### config.mk
export PLATFORM = sky130hd
export DESIGN_NAME = uft_age_match
export DESIGN_NICKNAME = d
export VERILOG_FILES = /design/src/rtl/uft_pkg.sv /design/src/rtl/uft_age_match.sv
export SDC_FILE = /design/constraint.sdc
export NUM_CORES = 1
export LEC_CHECK = 0
export BUFFER_PORTS_ARGS = -buffer_cell sky130_fd_sc_hd__buf_4
export CAP_MARGIN = 20
export CORE_AREA = 2 2 463 465
export DETAILED_ROUTE_END_ITERATION = 12
export DIE_AREA = 0 0 465 467
export PLACE_DENSITY = 0.3
export SLEW_MARGIN = 15
export SYNTH_ARGS = -nofsm -noshare
export SYNTH_HDL_FRONTEND = slang
export SYNTH_SLANG_ARGS = --single-unit
### constraint.sdc
create_clock -name i_clk -period 8 [get_ports i_clk]
set_input_delay 0.8 -clock i_clk [delete_from_list [all_inputs] [get_ports i_clk]]
set_output_delay 0.8 -clock i_clk [all_outputs]
set_load 0.005 [all_outputs]
### src/rtl/uft_pkg.sv
// Shared types and constants for the UDP flow table with expiry.
// No dependencies.
`default_nettype none
package uft_pkg;
    localparam int SLOTS = 512;
    localparam int PTR_W = $clog2(SLOTS);
    localparam int NOW_W = 62;
    localparam int EXP_W = NOW_W + 1;
    localparam int LIFE_W = 32;
    localparam logic [LIFE_W-1:0] LIFE_RESET = 32'd600000000;

    typedef enum logic [1:0] {
        OP_INSERT = 2'd0,
        OP_LOOKUP = 2'd1,
        OP_FLUSH  = 2'd2,
        OP_NONE   = 2'd3
    } t_opcode;

    typedef enum logic [1:0] {
        ST_IDLE,
        ST_SCAN,
        ST_LAST
    } t_state;

    typedef struct packed {
        logic [1:0]       opcode;
        logic             family;
        logic [63:0]      local_addr_hi;
        logic [63:0]      local_addr_lo;
        logic [63:0]      remote_addr_hi;
        logic [63:0]      remote_addr_lo;
        logic [15:0]      local_port;
        logic [15:0]      remote_port;
        logic [NOW_W-1:0] now;
    } t_in_item;

    typedef struct packed {
        logic hit;
        logic answered_lookup;
    } t_out_item;

    typedef struct packed {
        logic             valid;
        logic             family;
        logic [63:0]      local_hi;
        logic [63:0]      local_lo;
        logic [63:0]      remote_hi;
        logic [63:0]      remote_lo;
        logic [15:0]      local_port;
        logic [15:0]      remote_port;
        logic [EXP_W-1:0] expiry;
    } t_entry;

    // scan control handed to the age/match unit
    typedef struct packed {
        logic             active;
        logic [NOW_W-1:0] now;
        logic [EXP_W-1:0] refresh;
    } t_scan_ctl;
endpackage
`default_nettype wire

### src/rtl/uft_age_match.sv
// Ages and matches the entry leaving the head of the chain.
// Depends on uft_pkg.
`default_nettype none
module uft_age_match (
    input  wire                i_clk,
    input  wire                i_rst_n,
    input  wire                i_start,
    input  uft_pkg::t_scan_ctl i_ctl,
    input  uft_pkg::t_in_item  i_key,
    input  uft_pkg::t_entry    i_ent,
    output uft_pkg::t_entry    o_ent,
    output logic               o_hit
);
    import uft_pkg::*;

    logic        r_found;
    logic        n_found;
    logic [63:0] w_hm;
    logic [63:0] w_lm;
    logic        w_match;
    logic        w_old;

    assign w_hm = i_key.family ? 64'hFFFF_FFFF_FFFF_FFFF : 64'hFFFF_FFFF_0000_0000;
    assign w_lm = i_key.family ? 64'hFFFF_FFFF_FFFF_FFFF : 64'h0;

    assign w_old = i_ent.expiry < {1'b0, i_ctl.now};
    assign w_match = (i_ent.family == i_key.family)
        && (i_ent.local_port == i_key.local_port)
        && (i_ent.remote_port == i_key.remote_port)
        && (((i_ent.local_hi ^ i_key.local_addr_hi) & w_hm) == 64'h0)
        && (((i_ent.remote_hi ^ i_key.remote_addr_hi) & w_hm) == 64'h0)
        && (((i_ent.local_lo ^ i_key.local_addr_lo) & w_lm) == 64'h0)
        && (((i_ent.remote_lo ^ i_key.remote_addr_lo) & w_lm) == 64'h0);

    always_comb begin
        o_ent   = i_ent;
        n_found = r_found;
        if (i_ctl.active && !r_found && i_ent.valid) begin
            if (w_old) begin
                o_ent.valid = 1'b0;
            end else if (w_match) begin
                o_ent.expiry = i_ctl.refresh;
                n_found      = 1'b1;
            end
        end
    end

    always_ff @(posedge i_clk) begin
        if (!i_rst_n || i_start) begin
            r_found <= 1'b0;
        end else begin
            r_found <= n_found;
        end
    end

    // includes a match on the slot at the head in this cycle
    assign o_hit = n_found;
endmodule
`default_nettype wire

==> impl_metrics.toml <==
[clocking]
cts_hold_buf = 0
clk_latency_ps = 0
cts-resized-gates = 0
path_clk_slew_ps = 0
post_cts_buffers = 0

[route]
vias_per_cell = 2.424
detail_route.wl_per_cell_um = 34.40
dr.pass1.iters = 4
first_iter_violations = 393
ant_nets = 0
vias = 11340
finalWirelength_mm = 160.9
drc_errors = 0

[setup_path]
cp_num_buf_inv = 4
worstReg2RegEnd = "r_found"
worstPathArrival_ps = 5100
cp_slowest_stage_delay_ps = 720
critPathKind = "primary input to output pin"
cp_common_cell = "buf_4"
path_delay_family = "simple AND/OR/NAND/NOR gates"
timing.critical_path.from_type = "primary input"
r2r-start = "r_found"
cp_slowest_cell = "nor4_1"
r2r_slack_ps = 4640
cp_data_required_time_ps = 7200
crit_fanout = 27
path_cells = "buf_4 -> xnor2_1 -> nand4_1 -> nor4_1 -> nand4_1 -> o31a_1 -> a211oi_4 -> buf_4 -> buf_4 -> mux2_1 -> buf_4"
reg2reg_depth = 7
end_kind = "output pin"

[synthesis]
postSynth.asyncResetShare_pct = 0
syn_area_per_cell_um2 = 7.788
synth_edf_count = 0
ys_seq_elements = 1
synth_common_cells = "buf_4 (290), xnor2_1 (249), inv_1 (86)"
netlist_instances = 1003
synth_top_area_share_pct = 27.92
ys_seq_area_share_pct = 0.2563
ys_types = 42
yosysMostFrequentCell = "buf_4"
syn-cell-area_um2 = 7811
ys.flop_type = "dfxtp_1"
syn_nets = 1899
synth_area_leader_cell = "xnor2_1"
netlist_top_cells_area = "xnor2_1 (28%), buf_4 (28%), ha_1 (9.8%)"
yosys_warnings = 0

[global_route]
grt_pass1_vias = 11620
grt_use_total_pct = 14.09
grt_first_pass_wirelength_mm = 184.5
grt_start_max_net_pins = 29
grt-ovfl-total = 0
antenna_found_initial = 179
grt_util_met3_pct = 6.235
grt_util_met1_pct = 16.27
use_met2_pct = 24.81
grt.busiest_layer = "met2"

[timing]
worst_slew_pin_slew_ps = 1013
worst_slack_ps = 2097
setup_tns_ps = 0
fin_crit_sh_pct = 73.79
rsz0062_at_grt = "no"
setup_viol = 0
slew_violations = 0
slew_headroom_pct = 31.83
finClkSkew_ps = 0
post-route-min-period_ps = 5903
final-hold-violation-count = 0
max_freq_mhz = 169.4

[floorplanning]
rows = 169
die_y_um = 467
boundaryPins = 1189
dieArea_um2 = 217200
initial_core_util_pct = 3.690
core_area_um2 = 211700
dieWidth_um = 465

[final_layout]
area_growth_pct = 126.2
nNetsFinal = 2739
drive_gt1_share_pct = 62.63
largest_reg_flops = 1
finalNonFillerCells = 4679
regMostFlops = "r_found"
final.fill_count = 24980
seqCellArea_um2 = 20.02
multi_input_area_um2 = 5245
reg_top3 = "r_found: 1 flops"

[place]
post-place-ws_ps = 1831
dp_hpwl_mm = 157.9
dp_cells = 4662
gp_congestion = 0.9429
io_buffers = 1124

[power]
ir_drop_uv = 22.03
leakage_uw = 0.007610
combPwrFrac_pct = 99.5
p_total_uw = 991.2
powerDensity_nw_per_um2 = 56.09
internal-power_uw = 499.0
seqPwrFrac_pct = 0.5
p_clk_share_pct = 0
p_sw_uw = 492.3
switching_share_pct = 49.66

[worst_hold_path]
min_path_type = "register to register"
whs_endpoint = "r_found"
hp-start = "r_found"
hold_depth = 1

[run]
drv_cap = 0

[run_status]
status = "finished, final reports clean"
[per-stage QoR]
stage | util (%) | hold slack (ps) | area, um^2
after floorplan | - | 477.3 | 7811
after global placement | 8.322 | 521.5 | 17620
after detailed placement | 8.328 | 518.8 | 17630
after CTS | 8.328 | 524.9 | 17630
after global routing | 8.332 | 552.2 | 17640
final | 8.348 | 535.0 | 17670
[worst max path at each step]
stage,startpoint,to,depth (start not counted)
4_1_cts,i_key[100],o_ent[38],11
2_1_floorplan,i_key[62],o_ent[14],9
6_report,i_ent[101],o_ent[35],11
3_5_place_dp,i_key[100],o_ent[38],11
3_3_place_gp,i_ent[101],o_ent[38],11
5_1_grt,i_ent[54],o_ent[35],12
[power by group through the flow]
stage	sequential [uW]	combinational, uW	clock, uW
floorplan	5.09	324	0
global placement	5.09	1020	0
detailed placement	5.09	1020	0
CTS	5.09	1020	0
global route	5.09	1060	0.0000522
finish	5.09	986	0.000115
[layout make-up]
type                       instances  area share, %
inverter                          86          1.827
antenna                           17         0.2407
sequential                         1         0.1133
tap                             2821          19.97
timing repair buffer            1134          48.16
multi-input combinational        620          29.68
[layout by cell type, fill, tap and decap left out, types with 3 or more instances in the layout]
cell / instances
buf_4: 1133
xnor2_1: 249
inv_1: 86
nand4_1: 76
ha_1: 61
mux2_1: 48
nor4_1: 25
a21oi_1: 23
diode_2: 17
a21o_1: 15
nand2_1: 15
mux2_2: 15
xor2_1: 14
o22ai_1: 11
nor2b_1: 10
nand2b_1: 10
o21ai_0: 6
nor2_1: 6
nand3_1: 5
a22o_1: 3
a2111o_1: 3
[cells by family (layout without fill, tap and decap cells)]
family | Yosys count | in the layout | share of synthesized area [%]
AO/OA/AOI/OAI | 79 | 79 | 6.968
AND/OR/NAND/NOR | 154 | 154 | 11.65
adder cells (fa/ha/maj) | 61 | 61 | 9.771
multiplexers | 63 | 63 | 9.082
flip-flops | 1 | 1 | 0.2563
other | 0 | 17 | 0
XOR/XNOR | 263 | 263 | 29.49
buffers and inverters | 382 | 1220 | 32.79
[metal layers]
metal | part of all wire (%) | vias to the layer above | routed length [um]
li1 | - | 4805 | -
met2 | 48 | 1059 | 77150
met5 | 0.27 | - | 439
met3 | 11 | 302 | 17850
met1 | 39 | 5104 | 62900
met4 | 1.6 | 70 | 2593
Power figures use the tool's default switching activity.
