==> src/rtl/uft_pkg.sv <==
// Shared types and constants for the UDP flow table with expiry.
// No dependencies.
`default_nettype none
package uft_pkg;
    localparam int SLOTS = 512;
    localparam int PTR_W = $clog2(SLOTS);
    localparam int NOW_W = 62;
    localparam int EXP_W = NOW_W + 1;
    localparam int LIFE_W = 32;
    localparam logic [LIFE_W-1:0] LIFE_RESET = 32'd600000000;

    typedef enum logic [1:0] {
        OP_INSERT = 2'd0,
        OP_LOOKUP = 2'd1,
        OP_FLUSH  = 2'd2,
        OP_NONE   = 2'd3
    } t_opcode;

    typedef enum logic [1:0] {
        ST_IDLE,
        ST_SCAN,
        ST_LAST
    } t_state;

    typedef struct packed {
        logic [1:0]       opcode;
        logic             family;
        logic [63:0]      local_addr_hi;
        logic [63:0]      local_addr_lo;
        logic [63:0]      remote_addr_hi;
        logic [63:0]      remote_addr_lo;
        logic [15:0]      local_port;
        logic [15:0]      remote_port;
        logic [NOW_W-1:0] now;
    } t_in_item;

    typedef struct packed {
        logic hit;
        logic answered_lookup;
    } t_out_item;

    typedef struct packed {
        logic             valid;
        logic             family;
        logic [63:0]      local_hi;
        logic [63:0]      local_lo;
        logic [63:0]      remote_hi;
        logic [63:0]      remote_lo;
        logic [15:0]      local_port;
        logic [15:0]      remote_port;
        logic [EXP_W-1:0] expiry;
    } t_entry;

    // scan control handed to the age/match unit
    typedef struct packed {
        logic             active;
        logic [NOW_W-1:0] now;
        logic [EXP_W-1:0] refresh;
    } t_scan_ctl;
endpackage
`default_nettype wire

==> src/rtl/uft_cell.sv <==
// One table slot of the rotating chain: loads on insert, takes its
// neighbor's entry on shift, clears on flush. Depends on uft_pkg.
`default_nettype none
module uft_cell (
    input  wire             i_clk,
    input  wire             i_rst_n,
    input  wire             i_load,
    input  wire             i_shift,
    input  wire             i_clr,
    input  uft_pkg::t_entry i_ins,
    input  uft_pkg::t_entry i_next,
    output uft_pkg::t_entry o_ent
);
    import uft_pkg::*;

    t_entry r_ent;

    always_ff @(posedge i_clk) begin
        if (!i_rst_n || i_clr) begin
            r_ent.valid <= 1'b0;
        end else if (i_load) begin
            r_ent <= i_ins;
        end else if (i_shift) begin
            r_ent <= i_next;
        end
    end

    assign o_ent = r_ent;
endmodule
`default_nettype wire

==> config.mk <==
export PLATFORM = sky130hd
export DESIGN_NAME = uft_cell
export DESIGN_NICKNAME = d
export VERILOG_FILES = /design/src/rtl/uft_pkg.sv /design/src/rtl/uft_cell.sv
export SDC_FILE = /design/constraint.sdc
export NUM_CORES = 1
export LEC_CHECK = 0
export BUFFER_PORTS_ARGS = -buffer_cell sky130_fd_sc_hd__buf_4
export CAP_MARGIN = 25
export CORE_AREA = 2 2 415 417
export CTS_BUF_LIST = sky130_fd_sc_hd__clkbuf_8 sky130_fd_sc_hd__clkbuf_16
export CTS_CLUSTER_DIAMETER = 120
export DETAILED_ROUTE_END_ITERATION = 8
export DIE_AREA = 0 0 417 419
export PLACE_DENSITY = 0.39
export SLEW_MARGIN = 20
export SYNTH_ARGS = -nofsm -noshare
export SYNTH_HDL_FRONTEND = slang
export SYNTH_SLANG_ARGS = --single-unit
==> constraint.sdc <==
create_clock -name i_clk -period 23 [get_ports i_clk]
set_input_delay 1.15 -clock i_clk [delete_from_list [all_inputs] [get_ports i_clk]]
set_output_delay 1.15 -clock i_clk [all_outputs]
set_load 0.02 [all_outputs]
==> run summary <==
Vias per std cell: 2.78
Worst-skew pair later-pin latency: 0.66 ns
Comb power frac: 0.188
Leakage: 0.0122 uW
Fmax: 0.223 GHz
Pins over their slew limit: 0
Net Switching: 536 uW
Antenna violations before repair: 16
Switching portion of total power: 0.271
Residual DRC: 0
Worst ir drop on vdd: 0.0492 mV
Height of the die: 419 um
Wire length after detailed routing: 94.3 mm
Final core area utilization: 0.167
Cells traversed along the worst timing path: buf_8 > nor2_1 > nor2_4 > buf_4 > buf_4 > buf_12
Top-level port count: 1064
Max-capacitance violation count: 0
Int Pwr: 1440 uW
Post-CTS resize count: 0
Clock skew: 0 ns
Die boundary width: 417 um
Total congestion overflow after global routing: 0
Number of instances in the synthesized netlist: 752
Type of origin of the critical path: primary input
Area growth syn-to-layout: 71.2%
Worst slew pin tran: 1.14 ns
Cell family with most CP delay: buffers and inverters
Crit path buf inv count: 4
Cell repeated most along the worst path: sky130_fd_sc_hd__buf_4
Worst Setup SP: i_load
Via count: 11500
Path type of the worst setup path: primary input to flip-flop
Final nets: 2549
Count of cell types in the netlist: 12
Pwr/cell area: 69.3 mW/mm2
Number of clock sinks seen by CTS: 353
Endpoint arrival time on the critical path: 4.74 ns
RSZ-0062 raised after global routing: no
Post-CTS setup repair buffer count: 0
Share of the clock period used by the worst path: 0.195
Final routed wire length divided by cell count: 22.9 um
Yosys warns: 0
Count of endpoints failing hold in the final timing report: 0
Final cell count without fillers: 4119
Initial DRT Pass Iterations: 4
TritonCTS clock tree: done
Weighted congestion at the end of routability-driven global placement: 0.810
Worst min-delay path category: flip-flop to flip-flop
Setup TNS: 0 ns
Slowest stage delay, CP: 0.81 ns
Net count after synthesis: 1463
Syn Area/Cell: 22.1 um2
Min Hold Slack: 0.639 ns
Total of flip-flops plus latches after synthesis: 353
Clock slew seen by the registers of the worst setup and hold paths: 0.06 ns
Vias in the first global route: 12000
Worst r2r src: o_ent[352]
Post-synth design cell area: 0.0166 mm2
# port buffers: 1063
Critical Path End Type: flip-flop
Part of the Yosys area used for sequential elements: 0.636
Number of placed instances, taps included: 4017
Clock Power Share: 0.414
Post-DP HPWL: 78.3 mm
Setup-violating endpoint count in the final report: 0
Number of flip-flops under the largest register name: 353
Die area: 0.175 mm2
Minimum setup slack among reg-to-reg paths: 22.25 ns
Hold-fix buffers, CTS: 0
Area of all placed cells without fillers: 0.0285 mm2
Global-route wire length before repair: 117 mm
Slowest stage cell on the critical path: sky130_fd_sc_hd__buf_4
Post-layout minimum cycle time: 4.48 ns
Placed cell areas: 0.0268 mm2
Critical path destination: o_ent[274]
Number of buffers between clock root and the deepest sink: 3
Fill cells: 18700
Worst R2R Path Depth: 2
Number of cells on the worst hold path: 2
Core box area: 0.171 mm2
Crit-path max FO: 146
Total routing resource utilization after global routing: 0.101
Number of CTS-inserted buffers: 52
Master cell of the clock root buffer: sky130_fd_sc_hd__clkbuf_16
Rel. slew slack: 0.243
Fraction of layout cells with a size suffix above 1: 0.798
Number of violations reported at the end of detailed-routing iteration 0: 527
Required time reported for the critical path endpoint: 23.26 ns
Maximum level of the CTS H-tree: 2
Starting density of the core: 0.0976
Number of rows in the core area: 152
Result of the run: completed
Number of gates on the worst path with buffers counted: 6
Pin count of the biggest net entering global routing: 147
Final antenna-violating net count: 0
Sequential Power Share: 0.398
Worst reg2reg endpoint: o_ent[352]
## logic make-up after synthesis
logic type | Yosys count | share of synthesized area
AOI/OAI and AO/OA | 1 | 0.000752
DFF | 353 | 0.636
buffers and inverters | 41 | 0.0446
and+or+nand+nor | 4 | 0.00120
muxes | 353 | 0.317
## final cells by class
cell class | count | area [um2] | area share
Inverter | 1 | 3.75 | 0.000132
Clock inverter | 44 | 365 | 0.0128
Tap cell | 2233 | 2790 | 0.0980
Antenna cell | 5 | 12.5 | 0.000439
Clock buffer | 53 | 1330 | 0.0465
Sequential cell | 353 | 10600 | 0.372
Timing Repair Buffer | 1072 | 8090 | 0.284
Multi-Input combinational cell | 358 | 5320 | 0.187
## stage by stage
step / power (uW) / worst slack (ns)
6_report: 1980 / 18.52
3_5_place_dp: 1180 / 17.82
3_3_place_gp: 1180 / 17.78
4_1_cts: 2030 / 18.53
2_1_floorplan: 975 / 5.58
5_1_grt: 2060 / 18.28
## power by group through the flow
| stage | Combinational, uW | Sequential (uW) | Clock, uW |
|---|---|---|---|
| 4_1_cts | 380 | 789 | 859 |
| 2_1_floorplan | 116 | 859 | 0 |
| 3_5_place_dp | 379 | 802 | 0 |
| 3_3_place_gp | 378 | 802 | 0 |
| 6_report | 371 | 787 | 819 |
| 5_1_grt | 393 | 792 | 877 |
## tightest hold or removal path: stages, from the launching register on
cell                       delay, ns
sky130_fd_sc_hd__dfxtp_1        0.33
sky130_fd_sc_hd__mux2i_1        0.17
sky130_fd_sc_hd__a211oi_2       0.09
## routing by layer
metal  global-route usage  wire [um]  vias up
met5                    0          0        -
met4               0.0338       2550        0
met3               0.0500      10900      103
met1                0.108      33100     5694
met2                0.174      47800      502
li1                     -          -     5161
## cell usage in the layout, fill, tap and decap left out, drive strengths merged
cell / synthesis / routed
buf: 40 / 1072
edfxtp: 352 / 352
mux2: 352 / 352
clkbuf: 0 / 53
clkinv: 0 / 23
inv: 1 / 16
diode: 0 / 5
bufinv: 0 / 5
nor2: 2 / 2
nand2b: 1 / 1
mux2i: 1 / 1
nor2b: 1 / 1
a211oi: 1 / 1
clkinvlp: 0 / 1
dfxtp: 1 / 1
## worst min path at each step
stage               start    endpoint  slack (ns)
3_5_place_dp   o_ent[352]  o_ent[352]        0.64
4_1_cts        o_ent[352]  o_ent[352]        0.65
3_3_place_gp   o_ent[352]  o_ent[352]        0.66
5_1_grt        o_ent[352]  o_ent[352]        0.68
6_report       o_ent[352]  o_ent[352]        0.64
2_1_floorplan  o_ent[352]  o_ent[352]        0.65
## Yosys cell counts
| cell | number | area [um2] |
|---|---|---|
| sky130_fd_sc_hd__nor2b_1 | 1 | 6.26 |
| sky130_fd_sc_hd__buf_6 | 7 | 78.8 |
| sky130_fd_sc_hd__edfxtp_1 | 352 | 10600 |
| sky130_fd_sc_hd__nor2_1 | 2 | 7.51 |
| sky130_fd_sc_hd__mux2_4 | 348 | 5230 |
| sky130_fd_sc_hd__inv_1 | 1 | 3.75 |
| sky130_fd_sc_hd__nand2b_1 | 1 | 6.26 |
| sky130_fd_sc_hd__buf_12 | 33 | 661 |
| sky130_fd_sc_hd__mux2i_1 | 1 | 10.0 |
| sky130_fd_sc_hd__mux2_2 | 4 | 45.0 |
| sky130_fd_sc_hd__a211oi_2 | 1 | 12.5 |
| sky130_fd_sc_hd__dfxtp_1 | 1 | 20.0 |
Note: power is estimated with default switching activity, not from simulation.
